**config.mk**
```make
export PLATFORM = sky130hd
export DESIGN_NAME = wsmm_front
export DESIGN_NICKNAME = d
export VERILOG_FILES = /design/src/hdl/wsmm_pkg.sv /design/src/hdl/wsmm_front.sv
export SDC_FILE = /design/constraint.sdc
export NUM_CORES = 1
export LEC_CHECK = 0
export ABC_CLOCK_PERIOD_IN_PS = 2600
export BUFFER_PORTS_ARGS = -buffer_cell sky130_fd_sc_hd__buf_2
export CORE_MARGIN = 3
export CORE_UTILIZATION = 44
export DETAILED_ROUTE_END_ITERATION = 10
export PLACE_DENSITY_LB_ADDON = 0.12
export SETUP_SLACK_MARGIN = 0.1
export SYNTH_ARGS = -nofsm -noshare
export SYNTH_HDL_FRONTEND = slang
export SYNTH_SLANG_ARGS = --single-unit
```
**constraint.sdc**
```tcl
create_clock -name clk -period 2.6 [get_ports clk]
set_input_delay 0.13 -clock clk [delete_from_list [all_inputs] [get_ports clk]]
set_output_delay 0.13 -clock clk [all_outputs]
set_load 0.005 [all_outputs]
```
**src/hdl/wsmm_pkg.sv**
```systemverilog
// ----------------------------------------------------------------------------
// wsmm_pkg
// Shared constants, types and register codes for the window sum min/max finder.
// ----------------------------------------------------------------------------
`default_nettype none

package wsmm_pkg;

  localparam int MAX_SIDE   = 64;
  localparam int MAX_WINDOW = 16;
  localparam int DATA_WIDTH = 16;

  localparam int COL_W   = (MAX_SIDE > 1) ? $clog2(MAX_SIDE) : 1;
  localparam int SLOT_W  = (MAX_WINDOW > 1) ? $clog2(MAX_WINDOW) : 1;
  localparam int N_W     = $clog2(MAX_SIDE + 1);
  localparam int K_W     = $clog2(MAX_WINDOW + 1);
  localparam int HIST_AW = SLOT_W + COL_W;
  localparam int CSUM_W  = DATA_WIDTH + SLOT_W;
  localparam int SUM_W   = 24;

  // configuration port
  localparam int CFG_IDX_W  = 2;
  localparam int CFG_DATA_W = 7;
  localparam int NSIZE_W    = 7;
  localparam int KSIZE_W    = 5;
  localparam logic [CFG_IDX_W-1:0] CFG_MATRIX_SIZE = 2'd0;
  localparam logic [CFG_IDX_W-1:0] CFG_WINDOW_SIZE = 2'd1;

  localparam int QUEUE_DEPTH = 2;
  localparam int QPTR_W      = (QUEUE_DEPTH > 1) ? $clog2(QUEUE_DEPTH) : 1;
  localparam int QCNT_W      = $clog2(QUEUE_DEPTH + 1);

  // one classified element on its way to the back end
  typedef struct packed {
    logic [DATA_WIDTH-1:0] value;
    logic [COL_W-1:0]      col;
    logic [HIST_AW-1:0]    hist_addr;
    logic                  first_row;
    logic                  sub_hist;
    logic                  first_col;
    logic                  sub_col;
    logic                  win;
    logic                  last;
    logic [COL_W-1:0]      top_row;
    logic [COL_W-1:0]      left_col;
  } item_t;

  typedef struct packed {
    logic           restart;
    logic [K_W-1:0] k;
  } ctrl_t;

endpackage

`default_nettype wire

```
**src/hdl/wsmm_front.sv**
```systemverilog
// ----------------------------------------------------------------------------
// wsmm_front
// Holds the size registers, tracks row/column/slot of each incoming element
// and tags it with everything the back end needs.
// ----------------------------------------------------------------------------
`default_nettype none

module wsmm_front (
  input  logic                            clk,
  input  logic                            rst,
  input  logic                            cfg_valid,
  output logic                            cfg_ready,
  input  logic [wsmm_pkg::CFG_IDX_W-1:0]  cfg_index,
  input  logic [wsmm_pkg::CFG_DATA_W-1:0] cfg_data,
  input  logic                            in_valid,
  output logic                            in_stall,
  input  logic [wsmm_pkg::DATA_WIDTH-1:0] element_value,
  input  logic                            q_full,
  output logic                            push,
  output wsmm_pkg::item_t                 push_item,
  output wsmm_pkg::ctrl_t                 ctrl
);
  import wsmm_pkg::*;

  logic [N_W-1:0]     n;
  logic [K_W-1:0]     k;
  logic [COL_W-1:0]   row;
  logic [COL_W-1:0]   col;
  logic [SLOT_W-1:0]  slot;
  logic               cfg_wr;
  logic               cfg_hit;
  logic [NSIZE_W-1:0] n_raw;
  logic [KSIZE_W-1:0] k_raw;
  logic [K_W-1:0]     k_m1;
  logic               col_end;
  logic               row_end;

  assign cfg_ready = 1'b1;
  assign cfg_wr    = cfg_valid && cfg_ready;
  assign cfg_hit   = cfg_wr && (cfg_index == CFG_MATRIX_SIZE || cfg_index == CFG_WINDOW_SIZE);
  assign n_raw     = cfg_data[NSIZE_W-1:0];
  assign k_raw     = cfg_data[KSIZE_W-1:0];

  assign in_stall  = q_full;
  assign push      = in_valid && !in_stall;

  assign k_m1      = k - 1'b1;
  assign col_end   = (N_W'(col) == n - 1'b1);
  assign row_end   = (N_W'(row) == n - 1'b1);

  always_comb begin
    push_item           = '0;
    push_item.value     = element_value;
    push_item.col       = col;
    push_item.hist_addr = {slot, col};
    push_item.first_row = (row == '0);
    push_item.sub_hist  = (int'(row) >= int'(k));
    push_item.first_col = (col == '0);
    push_item.sub_col   = (int'(col) >= int'(k));
    push_item.win       = (int'(row) >= int'(k_m1)) && (int'(col) >= int'(k_m1));
    push_item.last      = col_end && row_end;
    push_item.top_row   = row - COL_W'(k_m1);
    push_item.left_col  = col - COL_W'(k_m1);
  end

  assign ctrl.restart = cfg_hit;
  assign ctrl.k       = k;

  // size registers, saturated to the supported range
  always_ff @(posedge clk) begin
    if (rst) begin
      n <= N_W'(MAX_SIDE);
      k <= K_W'(3);
    end else if (cfg_wr) begin
      unique case (cfg_index)
        CFG_MATRIX_SIZE: begin
          if (n_raw == '0) n <= N_W'(1);
          else if (int'(n_raw) > MAX_SIDE) n <= N_W'(MAX_SIDE);
          else n <= N_W'(n_raw);
        end
        CFG_WINDOW_SIZE: begin
          if (k_raw == '0) k <= K_W'(1);
          else if (int'(k_raw) > MAX_WINDOW) k <= K_W'(MAX_WINDOW);
          else k <= K_W'(k_raw);
        end
        default: ;
      endcase
    end
  end

  // raster position; slot is the line store row (row mod k)
  always_ff @(posedge clk) begin
    if (rst || cfg_hit) begin
      row  <= '0;
      col  <= '0;
      slot <= '0;
    end else if (push) begin
      if (col_end && row_end) begin
        row  <= '0;
        col  <= '0;
        slot <= '0;
      end else if (col_end) begin
        col  <= '0;
        row  <= row + 1'b1;
        slot <= (K_W'(slot) == k_m1) ? '0 : slot + 1'b1;
      end else begin
        col <= col + 1'b1;
      end
    end
  end

endmodule

`default_nettype wire

```
; ---- Word level (Yosys, flattened, before mapping)
; Cells that the tools add are included.
; W data, S select, Z words.
[word_totals]
regBits = 28
inputBits = 30
output_inout_bits = 59
[op_classes]
addsub = 7
n_lt_le_gt_ge = 6
n_eq_ne = 4
mux = 11
reduce_logical = 16
[ops]
columns = cell, n
row1 = $ge A6 B5 Y1, 4
row2 = $mux W6, 4
row3 = $eq A6 B7 Y1, 2
row4 = $mux W7, 2
row5 = $add A6 B1 Y6 const B, 2
row6 = $logic_not A6 Y1, 2
row7 = $mux W4, 3
row8 = $sub A6 B5 Y6, 2
row9 = $mux W5, 2
row10 = $gt A7 B7 Y1 const B, 1
row11 = $logic_not A7 Y1, 1
row12 = $sub A7 B1 Y7 const B, 1
row13 = $reduce_and A2 Y1, 3
row14 = $eq A4 B5 Y1, 1
row15 = $gt A5 B5 Y1 const B, 1
row16 = $logic_not A5 Y1, 1
row17 = $sub A5 B1 Y5 const B, 1
row18 = $add A4 B1 Y4 const B, 1
row19 = $logic_and A1 B1 Y1, 4
row20 = $eq A2 B1 Y1 const B, 1
row21 = $logic_not A2 Y1, 1
row22 = $logic_or A1 B1 Y1, 2
row23 = $reduce_bool A2 Y1, 1
row24 = $logic_not A1 Y1, 1

; ---- Depth between registers and ports, before layout
[logic_depth]
ltp_word = 5
ltp_mapped = 9

; ---- Worst setup path before layout
; OpenSTA, ideal clock, no wires.
[synth_timing]
path_kind = register -> output
from = reg k[0]
to = out push_item[5] in the netlist's numbering
arrival_time_ns = 2.181
required_ns = 2.470
slack_ns = 0.289
stages_incl_launch_ff = 10
path_buffers = 0
cell_sequence = dfxtp_1 inv_1 ha_1 ha_1 nor2b_1 o21ai_0 nand2b_1 maj3_1 a21oi_1 xor2_1
[synth_rtl]
columns = element, line
row1 = start: declaration, wsmm_front.sv:26  ; logic [K_W-1:0] k;
row2 = start signal: assignment, wsmm_front.sv:84  ; else k <= K_W'(k_raw);
row3 = end: declaration, wsmm_front.sv:20  ; output wsmm_pkg::item_t push_item,

==> results.yml <==
synthesis:
  synth_edf_count: 0
  ys_seq_area_share_pct: 21.18
  synth_area_leaders: "dfxtp_1, ha_1, buf_4"
  synthFlopType: "dfxtp_1"
  yosys_warnings: 0
  synth_area_mm2: 0.002646
  netlist.top_cell.by_area: "dfxtp_1"
  yosys.area.top_type_share_pct: 21.18
  ys_types: 50
  synth_nets: 387
  synth_seq_cells: 28
  syn_inst: 330
  syn_area_per_cell_um2: 8.019
  async_flop_share_pct: 0
die:
  rows: 27
  die_x_um: 83.55
  dieHeight_um: 83.55
  io_pins: 89
  die_area_mm2: 0.006981
  initial_utilization_pct: 46.63
  core_mm2: 0.005675
sta:
  slew_violations: 0
  fin_tns_setup_ns: 0
  fin_ws_ns: 0.1796
  hold_viol_final: 0
  max_slew_margin_pct: 64.84
  finalSetupViolCount: 0
  skew_ns: 0.002629
  fin_crit_ns: 2.420
  worstMarginPinSlew_ns: 0.5254
  holdWs_ns: 0.1360
  rsz0062_at_grt: "true"
  period_share_pct: 93.09
  fmax_ghz: 0.4132
global_routing:
  grt_pass1_vias: 2249
  grt_pass1_wl_um: 11170
  grt_start_max_net_pins: 16
  antenna_found_initial: 0
  grtUsageTotal_pct: 19.17
  gr-total-overflow: 0
clock_tree:
  clockBufferDepth: 2
  cts.sink_count: 28
  cts_tree: "built"
  root_buffer: "clkbuf_8"
  cts_htree_levels: 1
  hold_buffers: 0
  numCtsBuffers: 3
  clk_pin_slew_worst_paths_ns: 0.10
  worstSkewPairLatency_ns: 0.28
finish:
  fill_cells: 553
  layoutNonFillerInstCount: 446
  fin_nets: 432
  drive_gt1_share_pct: 29.95
  post-route-cell-area_mm2: 0.003113
  syn2layout_area_growth_pct: 17.64
  antenna_cells: 0
min_path:
  min_from: "cfg_index[0]"
  hold_class: "input port to flip-flop"
  hold_path_end: "k[4]"
  holdPathStages: 3
critical_path:
  rrSetupSlack_ns: 0.28
  slowest_delay_ns: 0.35
  cp_max_fo: 4
  worstSetupPathType: "flip-flop to primary output"
  slowest_stage: "dfxtp_2"
  arrival_ns: 2.29
  crit_required_ns: 2.47
  r2r-end: "row[4]"
  path_cells: "inv_2 -> ha_4 -> ha_1 -> nor2b_1 -> o21ai_1 -> nand2b_1 -> maj3_2 -> a21oi_2 -> xnor2_1 -> buf_2"
  reg2regPathDepth: 9
  crit_family: "adder cells"
  cp-end-kind: "primary output"
  worstReg2RegStart: "n[1]"
  critPathLaunchType: "flip-flop"
  path_buf_inv: 2
route:
  drc_errors: 0
  wl_um: 6868
  first_pass_iters: 4
  avgRoutedWirePerCell_um: 15.40
  vias: 2422
  via_per_inst: 5.430
  drtAntennaViolNets: 0
  drtIter0Drc: 175
placed_design:
  placed_area_mm2: 0.002905
  dp_cells: 438
  place_congestion: 0.8633
  place_ws_ns: 0.1719
  portBuffers: 55
  dp_hpwl_um: 5457
pwr:
  switching_share_pct: 29.15
  netSwitchingPower_mw: 0.2948
  vdd_ir_drop_max_mv: 0.2319
  intPower_mw: 0.7163
  clockPowerShare_pct: 27.5
  combPwrFrac_pct: 28.5
  seq_power_share_pct: 44.0
  cellPowerDensity_mw_per_mm2: 324.8
  power_leakage_nw: 1.367
run:
  max-cap-violations: 0
run_status:
  status: "finished, final reports clean"
cell type report:
cell class              count  area, um2  share of cell area, %
well taps                  72      90.09                  2.894
inverters                  29      108.9                  3.497
repair buffers             76      432.9                  13.91
flip-flops and latches     28      564.3                  18.13
multi-input cells         237       1862                  59.81
clock buffers               4      55.05                  1.768
per-layer routing:
layer	wire length, um	up-vias	GRT usage [%]
li1	-	1210	-
met1	3137	1122	25.23
met3	275	16	1.579
met4	137	0	5.263
met5	0	-	0
met2	3317	74	33.60
repair_timing:
| item | in CTS | in global routing |
|---|---|---|
| endpoints found under the hold margin | 0 | 0 |
| endpoints found under the setup margin | 5 | 5 |
| buffers inserted | 2 | 2 |
| resized for setup | 12 | 16 |
| cloned | 0 | 0 |
| pin swaps | 0 | 5 |
how the worst max path moves through the flow:
stage / from / endpoint / slack [ns] / cells after the start
6_report: k[0] / push_item[11] / 0.18 / 10
5_1_grt: k[0] / push_item[11] / 0.06 / 10
4_1_cts: row[0] / push_item[13] / 0.12 / 9
3_5_place_dp: k[1] / push_item[11] / 0.17 / 10
3_3_place_gp: k[1] / push_item[13] / 0.21 / 9
2_1_floorplan: k[0] / push_item[5] / 0.29 / 9
tightest hold or removal path, stage by stage:
cell and delay (ns):
buf_2 0.11, nand3_1 0.07, a21oi_1 0.05
cell usage after synthesis (all sizes together) (2+ instances only):
cell	count
a211o	3
a211oi	6
a21o	5
a21oi	19
a22oi	6
a31oi	3
and2	2
and3	2
buf	28
clkbuf	8
dfxtp	28
fa	2
ha	25
inv	28
maj3	5
mux2i	3
nand2	19
nand2b	7
nand3	14
nand3b	2
nand4	5
nor2	22
nor2b	8
nor3	9
nor3b	11
nor4	2
o21ai	6
o22ai	5
o31ai	3
xnor2	18
xnor3	2
xor2	12
power by group through the flow:
stage / clock network, mW / logic [mW] / registers [mW]
2_1_floorplan: 0 / 0.187 / 0.453
3_3_place_gp: 0 / 0.260 / 0.454
3_5_place_dp: 0 / 0.262 / 0.454
4_1_cts: 0.281 / 0.274 / 0.444
5_1_grt: 0.298 / 0.320 / 0.446
6_report: 0.279 / 0.288 / 0.445
flip-flops by register name, indices dropped and copies added, names as in the netlist:
name	flops
col	6
n	7
k	5
row	6
slot	4
cells by family (layout without fill, tap and decap cells):
family / after synthesis / count (layout) / share of synthesized area (%)
adder cells (fa/ha/maj): 32 / 32 / 15.22
flip-flops: 28 / 28 / 21.18
buffers and inverters: 65 / 109 / 12.95
AND/OR/NAND/NOR: 110 / 110 / 23.22
multiplexers: 3 / 3 / 1.135
other: 1 / 1 / 0.1417
XOR/XNOR: 32 / 32 / 11.91
AO/OA/AOI/OAI: 59 / 59 / 14.23
cells in the final DEF, fill, tap and decap left out, types with 9 or more instances in the layout:
| cell type | netlist | routed |
|---|---|---|
| buf_2 | 3 | 55 |
| dfxtp_1 | 28 | 25 |
| inv_1 | 28 | 24 |
| nor2_1 | 22 | 22 |
| buf_4 | 25 | 21 |
| nand2_1 | 19 | 19 |
| ha_1 | 25 | 19 |
| a21oi_1 | 19 | 17 |
| xnor2_1 | 18 | 15 |
| nand3_1 | 14 | 14 |
| xor2_1 | 11 | 11 |
| nor3b_1 | 9 | 9 |
stage by stage:
step	util, %	power [mW]
finish	54.85	1.011
global placement	51.19	0.7132
CTS	53.51	0.9989
detailed placement	51.19	0.7157
floorplan	-	0.6403
global route	54.85	1.064
Note: power is estimated with default switching activity, not from simulation.
