[src/hdl/wsmm_pkg.sv]
// ----------------------------------------------------------------------------
// wsmm_pkg
// Shared constants, types and register codes for the window sum min/max finder.
// ----------------------------------------------------------------------------
`default_nettype none

package wsmm_pkg;

  localparam int MAX_SIDE   = 64;
  localparam int MAX_WINDOW = 16;
  localparam int DATA_WIDTH = 16;

  localparam int COL_W   = (MAX_SIDE > 1) ? $clog2(MAX_SIDE) : 1;
  localparam int SLOT_W  = (MAX_WINDOW > 1) ? $clog2(MAX_WINDOW) : 1;
  localparam int N_W     = $clog2(MAX_SIDE + 1);
  localparam int K_W     = $clog2(MAX_WINDOW + 1);
  localparam int HIST_AW = SLOT_W + COL_W;
  localparam int CSUM_W  = DATA_WIDTH + SLOT_W;
  localparam int SUM_W   = 24;

  // configuration port
  localparam int CFG_IDX_W  = 2;
  localparam int CFG_DATA_W = 7;
  localparam int NSIZE_W    = 7;
  localparam int KSIZE_W    = 5;
  localparam logic [CFG_IDX_W-1:0] CFG_MATRIX_SIZE = 2'd0;
  localparam logic [CFG_IDX_W-1:0] CFG_WINDOW_SIZE = 2'd1;

  localparam int QUEUE_DEPTH = 2;
  localparam int QPTR_W      = (QUEUE_DEPTH > 1) ? $clog2(QUEUE_DEPTH) : 1;
  localparam int QCNT_W      = $clog2(QUEUE_DEPTH + 1);

  // one classified element on its way to the back end
  typedef struct packed {
    logic [DATA_WIDTH-1:0] value;
    logic [COL_W-1:0]      col;
    logic [HIST_AW-1:0]    hist_addr;
    logic                  first_row;
    logic                  sub_hist;
    logic                  first_col;
    logic                  sub_col;
    logic                  win;
    logic                  last;
    logic [COL_W-1:0]      top_row;
    logic [COL_W-1:0]      left_col;
  } item_t;

  typedef struct packed {
    logic           restart;
    logic [K_W-1:0] k;
  } ctrl_t;

endpackage

`default_nettype wire

[src/hdl/wsmm_queue.sv]
// ----------------------------------------------------------------------------
// wsmm_queue
// Short FIFO of classified elements between the front and back ends.
// ----------------------------------------------------------------------------
`default_nettype none

module wsmm_queue (
  input  logic            clk,
  input  logic            rst,
  input  logic            push,
  input  wsmm_pkg::item_t push_item,
  output logic            full,
  output logic            head_valid,
  output wsmm_pkg::item_t head_item,
  input  logic            pop
);
  import wsmm_pkg::*;

  item_t             slots [QUEUE_DEPTH];
  logic [QPTR_W-1:0] wr_ptr;
  logic [QPTR_W-1:0] rd_ptr;
  logic [QCNT_W-1:0] count;

  assign full       = (count == QCNT_W'(QUEUE_DEPTH));
  assign head_valid = (count != '0);
  assign head_item  = slots[rd_ptr];

  always_ff @(posedge clk) begin
    if (push) slots[wr_ptr] <= push_item;
  end

  always_ff @(posedge clk) begin
    if (rst) begin
      wr_ptr <= '0;
      rd_ptr <= '0;
      count  <= '0;
    end else begin
      if (push) wr_ptr <= (int'(wr_ptr) == QUEUE_DEPTH - 1) ? '0 : wr_ptr + 1'b1;
      if (pop)  rd_ptr <= (int'(rd_ptr) == QUEUE_DEPTH - 1) ? '0 : rd_ptr + 1'b1;
      if (push && !pop)      count <= count + 1'b1;
      else if (pop && !push) count <= count - 1'b1;
    end
  end

endmodule

`default_nettype wire

[config.mk]
export PLATFORM = sky130hd
export DESIGN_NAME = wsmm_queue
export DESIGN_NICKNAME = d
export VERILOG_FILES = /design/src/hdl/wsmm_pkg.sv /design/src/hdl/wsmm_queue.sv
export SDC_FILE = /design/constraint.sdc
export NUM_CORES = 1
export LEC_CHECK = 0
export ABC_AREA = 1
export BUFFER_PORTS_ARGS = -buffer_cell sky130_fd_sc_hd__buf_2
export CAP_MARGIN = 20
export CORE_AREA = 2 2 112 114
export DETAILED_ROUTE_END_ITERATION = 8
export DIE_AREA = 0 0 114 116
export PLACE_DENSITY_LB_ADDON = 0.15
export SLEW_MARGIN = 40
export SYNTH_ARGS = -nofsm -noshare
export SYNTH_HDL_FRONTEND = slang
export SYNTH_SLANG_ARGS = --single-unit
[constraint.sdc]
create_clock -name clk -period 8.89 [get_ports clk]
set_input_delay 1.778 -clock clk [delete_from_list [all_inputs] [get_ports clk]]
set_output_delay 1.778 -clock clk [all_outputs]
set_load 0.01 [all_outputs]
Yosys cells after proc, flatten, opt, wreduce, memory -nomap -nowiden

Memories as Yosys holds them, arrays and structs flattened. A register that Yosys moved wholly into a read port is not among the register bits.
Cells that the tools add are included.

Add/subtract/negate cells: 4
Eq/ne operators: 1
Muxes and demuxes: 8
Reduce and logical (&&, ||, !) cells: 6

Operator list:

| operator            | number |
|---|---|
| $mux 1              | 6 |
| $mux 2              | 2 |
| $reduce_bool 2->1   | 2 |
| $add 1x1->1 const B | 2 |
| $add 2x1->2 const B | 1 |
| $eq 2x2->1 const B  | 1 |
| $logic_and 1x1->1   | 2 |
| $logic_not 1->1     | 2 |
| $sub 2x1->2 const B | 1 |

Register bits after elaboration: 4
RAM bits: 100
Bits of input ports: 54
Output and inout bits: 52
Word-level logic and storage cells: 23
Memories kept: 1

Memory list:

| memory | words | bits a word | rd ports | clocked after Yosys merged registers in | write ports | line             | source |
|---|---|---|---|---|---|---|---|
| slots  | 2     | 50          | 1        | 1                                       | 1           | wsmm_queue.sv:19 | `item_t slots [QUEUE_DEPTH];` |

Logic depth before layout (Yosys ltp)

Gate-level depths: netlist of the first run.

Depth after elaboration: 4
Depth in mapped cells: 8
Mapped depth without buffers: 8

Least setup slack after synthesis of the first run

OpenSTA, ideal clock, no wires.

Kind: input to register
From: in push
To: mem slots[0][0] in the netlist's numbering, enable pin
Setup time: 0.459 ns
Arrival: 3.918 ns
Required time: 8.431 ns
Slack: 4.513 ns
Stages on the path: 2
Buffers on the path: 0
Path through: inv_1 > nor2_1

Cells in the longest elaborated chain, start to end: 2

Ends and longest elaborated chain:

| what                         | line             | source |
|---|---|---|
| from (decl)                  | wsmm_queue.sv:10 | `input logic push,` |
| $mux 1                       | wsmm_queue.sv:29 | `if (push) slots[wr_ptr] <= push_item;` |
| $mux 1 (implied by the code) | wsmm_queue.sv:29 |  |
| to (decl)                    | wsmm_queue.sv:19 |  |

No other way between the ends.

==> results.sh, run 1 <==
export IMPL_outcome="completed"
export IMPL_crit_slowest_cell="dfxtp_4"
export IMPL_mappedNetlistArea_um2=4090
export IMPL_globalRouteTotalUtil_pct=10.9
export IMPL_min_path_type="reg2reg"
export IMPL_timing_hold_ws_ns=0.518
export IMPL_worstSetupStartpointType="flop"
export IMPL_crit_path_max_fanout=27
export IMPL_setup_worst_path_end_class="output port"
export IMPL_number_of_filler_instances_in_the_final_layout=1093
export IMPL_floorplan_die_width_um=114
export IMPL_largest_net_degree_at_the_start_of_global_routing=33
export IMPL_worst_ep_arrival_time_ns=1.80
export IMPL_fin_tns_setup_ns=0
export IMPL_slowest_delay_ns=0.67
export IMPL_register_area_um2=3110
export IMPL_nNetsFinal=357
export IMPL_first_global_vias=2080
export IMPL_cts_max_path_buffers=2
export IMPL_dr_pass1_iters=4
export IMPL_vias=1974
export IMPL_finish_cell_count_without_fillers=454
export IMPL_dpl_cell_count=438
export IMPL_hold_buffers=0
export IMPL_ir_drop_mv=0.0782
export IMPL_grt_setup_unrepaired="false"
export IMPL_io_buffer_count=105
export IMPL_cts_sinks=105
export IMPL_number_of_cts_inserted_buffers=9
export IMPL_timing_slew_headroom_pct=61.4
export IMPL_floorplan_initialDensity_pct=34.3
export IMPL_fin_crit_ns=3.58
export IMPL_critical_path_class="reg2out"
export IMPL_areaGrowthSynthToFinish_pct=23.6
export IMPL_post_cts_resize_count=0
export IMPL_insertedDiodeCount=0
export IMPL_die_h_um=116
export IMPL_clk_pin_slew_ns=0.07
export IMPL_viasPerCell=4.35
export IMPL_total_nets_after_synthesis=244
export IMPL_drcViolationCount=0
export IMPL_route_final_wire_length_um=7030
export IMPL_setup_viol=0
export IMPL_finalClockSkew_ns=0.00539
export IMPL_antenna_found_initial=0
export IMPL_avgRoutedWirePerCell_um=15.5
export IMPL_multi_input_area_um2=851
export IMPL_route_antenna_remaining_nets=0
export IMPL_powerDensity_nw_per_um2=223
export IMPL_first_iteration_detailed_routing_drc_count=73
export IMPL_cts_tree="built"
export IMPL_cts_max_level=3
export IMPL_final_hold_violation_count=0
export IMPL_maxClockFrequency_ghz=0.280
export IMPL_grt_overflow=0
export IMPL_rows=40
export IMPL_timing_critical_path_required_ns=7.11
export IMPL_tightestPinTransition_ns=0.578
export IMPL_design_core_area_um2=11900
export IMPL_postSynthCellCount=189
export IMPL_maxCapViolCount=0
export IMPL_boundaryPins=106
export IMPL_detailed_place_hpwl_um=4620
export IMPL_final_layout_size_suffix_gt1_share_pct=57.0
export IMPL_worst_skew_pair_late_latency_ns=0.34
export IMPL_p_leak_uw=0.00203
export IMPL_number_of_distinct_library_cells_after_synthesis=15
export IMPL_place_congestion=0.636
export IMPL_die_area_um2=13200
export IMPL_portion_of_the_post_synthesis_area_used_by_sequential_elements_pct=75.8
export IMPL_timing_critical_path_cells="buf_12 -> mux2_4 -> buf_2"
export IMPL_ys_warn_count=0
export IMPL_post_route_period_util_pct=40.2
export IMPL_finalMaxSlewViolations=0
export IMPL_root_buffer="clkbuf_16"
export IMPL_cts_setup_buffers=0
export IMPL_synthesis_area_per_instance_um2=21.6
export IMPL_grt_first_pass_wirelength_um=10500
export IMPL_ys_seq_elements=105
==> cell families after synthesis <==
group / after synthesis / synth area share, %
flip-flops: 105 / 75.8
AO/OA/AOI/OAI: 2 / 0.244
XOR/XNOR: 1 / 0.214
buffers and inverters: 15 / 3.55
multiplexers: 50 / 18.3
adder cells (fa/ha/maj): 1 / 0.306
AND/OR/NAND/NOR: 15 / 1.50
==> synthesized netlist by cell type (all sizes together) <==
master	count	area, um2
a21oi	1	5.00
buf	6	111
dfxtp	5	100
edfxtp	100	3000
ha	1	12.5
inv	9	33.8
mux2	50	751
nand2	6	22.5
nand3	1	5.00
nand4	1	6.26
nor2	6	22.5
nor3	1	5.00
o21ai	1	5.00
xnor2	1	8.76
==> where the power goes <==
group / internal (uW) / switching [uW] / total (uW)
registers: 572 / 12.7 / 584
clock network: 254 / 165 / 419
logic: 67.3 / 57.9 / 125
total: 892 / 236 / 1130
==> cell usage in the layout (no fill, tap or decap), drive strengths merged, types with 2 or more instances in the layout <==
master | synthesis | routed
clkbuf | 0 | 11
nor2 | 6 | 6
nand2 | 6 | 6
mux2 | 50 | 50
edfxtp | 100 | 100
inv | 9 | 9
bufinv | 0 | 2
clkinvlp | 0 | 2
buf | 6 | 108
dfxtp | 5 | 5
==> critical path, delay by kind of cell, from the launching register on <==
family | cells | cell delay, ns
buffers and inverters | 2 | 0.45
DFF | 1 | 0.67
muxes | 1 | 0.33
==> metrics by stage <==
| step | area [um2] | setup slack (ns) | util (%) | power, uW |
|---|---|---|---|---|
| final | 5060 | 5.31 | 42.5 | 1130 |
| after floorplan | 4090 | 4.51 | - | 680 |
| after detailed placement | 4740 | 5.50 | 39.8 | 724 |
| after CTS | 5060 | 5.25 | 42.5 | 1140 |
| after global routing | 5060 | 5.21 | 42.5 | 1180 |
| after global placement | 4720 | 5.50 | 39.6 | 722 |
==> worst paths after layout <==
kind                              from  slack [ns]  cells past startpoint            end
worst max register to register  wr_ptr        7.12                      3   slots[1][38]
worst min-delay path            rd_ptr        0.52                      2           flop
worst max-delay path              flop        5.31                      3  head_item[43]
worst min register to register  rd_ptr        0.52                      2           flop
==> layout make-up <==
class | instances | area share [%]
multi-input cells | 69 | 16.8
repair buffers | 108 | 11.1
flip-flops and latches | 105 | 61.4
clock inverters | 5 | 1.56
clock buffers | 11 | 4.80
well taps | 147 | 3.64
inverters | 9 | 0.668
==> sequential cells by signal, indices dropped and copies added (netlist names), named ones only <==
register,count
count,2
rd_ptr,1
slots,100
wr_ptr,1
==> layer usage <==
metal | vias up | global-route usage (%) | routed length [um]
met4 | 0 | 6.34 | 137
met5 | - | 0 | 0
li1 | 943 | - | -
met2 | 60 | 18.3 | 3580
met1 | 962 | 12.7 | 2940
met3 | 9 | 2.72 | 370
Power figures use the tool's default switching activity.
==> inputs of run 2 (changes only) <==
- clock period: 8.89 -> 3.7 ns (I/O delays scaled with it)
==> results.sh, run 2 (synthesized netlist as in run 1, its figures left out) <==
export IMPL_detailed_place_hpwl_um=4670
export IMPL_avgRoutedWirePerCell_um=15.9
export IMPL_first_iteration_detailed_routing_drc_count=54
export IMPL_floorplan_die_width_um=114
export IMPL_post_route_period_util_pct=68.2
export IMPL_worstSetupStartpointType="flop"
export IMPL_number_of_cts_inserted_buffers=9
export IMPL_fin_crit_ns=2.52
export IMPL_powerDensity_nw_per_um2=519
export IMPL_min_path_type="reg2reg"
export IMPL_finalClockSkew_ns=0.00556
export IMPL_post_cts_resize_count=0
export IMPL_layout_commonest_cell="buf_2"
export IMPL_hold_buffers=0
export IMPL_floorplan_initialDensity_pct=34.3
export IMPL_route_final_wire_length_um=7220
export IMPL_place_congestion=0.651
export IMPL_globalRouteMet2Util_pct=17.5
export IMPL_viasPerCell=4.42
export IMPL_grt_setup_unrepaired="false"
export IMPL_worst_ep_arrival_time_ns=1.78
export IMPL_p_leak_uw=0.00202
export IMPL_dr_pass1_iters=4
export IMPL_largest_net_degree_at_the_start_of_global_routing=33
export IMPL_worst_skew_pair_late_latency_ns=0.33
export IMPL_io_buffer_count=105
export IMPL_grt_met3_usage_pct=3.97
export IMPL_timing_critical_path_required_ns=2.96
export IMPL_met1_usage_pct=14.0
export IMPL_route_antenna_remaining_nets=0
export IMPL_r2r_cells=3
export IMPL_cts_sinks=105
export IMPL_vias=2013
export IMPL_rows=40
export IMPL_nNetsFinal=358
export IMPL_p_int_uw=2060
export IMPL_p_sw_share_pct=21.3
export IMPL_number_of_filler_instances_in_the_final_layout=1090
export IMPL_drcViolationCount=0
export IMPL_final_hold_violation_count=0
export IMPL_root_buffer="clkbuf_16"
export IMPL_clk_pin_slew_ns=0.06
export IMPL_setup_worst_path_end_class="output port"
export IMPL_boundaryPins=106
export IMPL_setup_viol=0
export IMPL_top_flop_regs="slots (100), count (2)"
export IMPL_outcome="completed"
export IMPL_cts_setup_buffers=0
export IMPL_design_core_area_um2=11900
export IMPL_power_share_clock_pct=34.5
export IMPL_globalRouteTotalUtil_pct=11.1
export IMPL_timing_slew_headroom_pct=56.3
export IMPL_antenna_found_initial=0
export IMPL_hold_depth=2
export IMPL_ir_drop_mv=0.198
export IMPL_maxCapViolCount=0
export IMPL_cts_tree="built"
export IMPL_insertedDiodeCount=0
export IMPL_power_switching_uw=558
export IMPL_die_area_um2=13200
export IMPL_seqPwrFrac_pct=53.7
export IMPL_busiest_layer="met2"
export IMPL_first_global_vias=1999
export IMPL_post_route_util_pct=42.3
export IMPL_areaGrowthSynthToFinish_pct=23.1
export IMPL_crit_path_max_fanout=28
export IMPL_cts_max_path_buffers=2
export IMPL_maxClockFrequency_ghz=0.396
export IMPL_cts_max_level=3
export IMPL_finalMaxSlewViolations=0
export IMPL_power_share_combinational_pct=11.7
export IMPL_critical_path_class="reg2out"
export IMPL_tightestPinTransition_ns=0.654
export IMPL_top_register="slots"
export IMPL_fin_tns_setup_ns=0
export IMPL_final_layout_size_suffix_gt1_share_pct=56.2
export IMPL_grt_first_pass_wirelength_um=10600
export IMPL_die_h_um=116
export IMPL_number_of_flip_flops_in_the_largest_register=100
export IMPL_grt_overflow=0
export IMPL_mostFrequentLayoutCells="105 x buf_2, 100 x edfxtp_1, 50 x mux2_4"
==> run 2: path summary, 6_finish.rpt <==
kind                            slack, ns   start       endpoint
worst max-delay path                 1.18    flop  head_item[45]
worst min-delay path                 0.52  rd_ptr         rd_ptr
worst max register to register       1.95  wr_ptr    slots[1][7]
worst min register to register       0.52  rd_ptr         rd_ptr
==> run 2: area by class of cell <==
class	count	area [um2]	area share, %
Tap cell	147	184	3.65
Clock buffer	11	233	4.62
Timing Repair Buffer	109	581	11.5
Sequential cell	105	3110	61.7
Clock inverter	5	46.3	0.919
Multi-Input combinational cell	69	851	16.9
Inverter	9	33.8	0.671
==> run 2: per-layer routing <==
metal	share of wire (%)	wire length [um]
met5	0	0
met4	1.2	89
met3	6.3	452
met2	50	3590
met1	43	3090
==> run 2: stage by stage <==
step | area [um2] | setup WS [ns] | hold slack [ns] | power (uW) | std cells
after global placement | 4740 | 1.40 | 0.501 | 1740 | 438
after floorplan | 4090 | 0.361 | 0.480 | 1630 | 189
after global routing | 5030 | 1.08 | 0.559 | 2720 | 455
final | 5030 | 1.18 | 0.521 | 2610 | 455
after detailed placement | 4760 | 1.42 | 0.504 | 1750 | 439
after CTS | 5030 | 1.11 | 0.529 | 2650 | 455
==> run 2: power groups by stage <==
| stage | logic [uW] | registers, uW | clock network, uW |
|---|---|---|---|
| global placement | 292 | 1450 | 0 |
| finish | 307 | 1400 | 903 |
| CTS | 315 | 1410 | 927 |
| floorplan | 220 | 1410 | 0 |
| global route | 332 | 1410 | 981 |
| detailed placement | 314 | 1430 | 0 |
==> run 2: worst max-delay path, cell delays in order, from the launching register on <==
cell and delay [ns]:
dfxtp_4 0.66, buf_12 0.31, mux2_4 0.34, buf_2 0.14
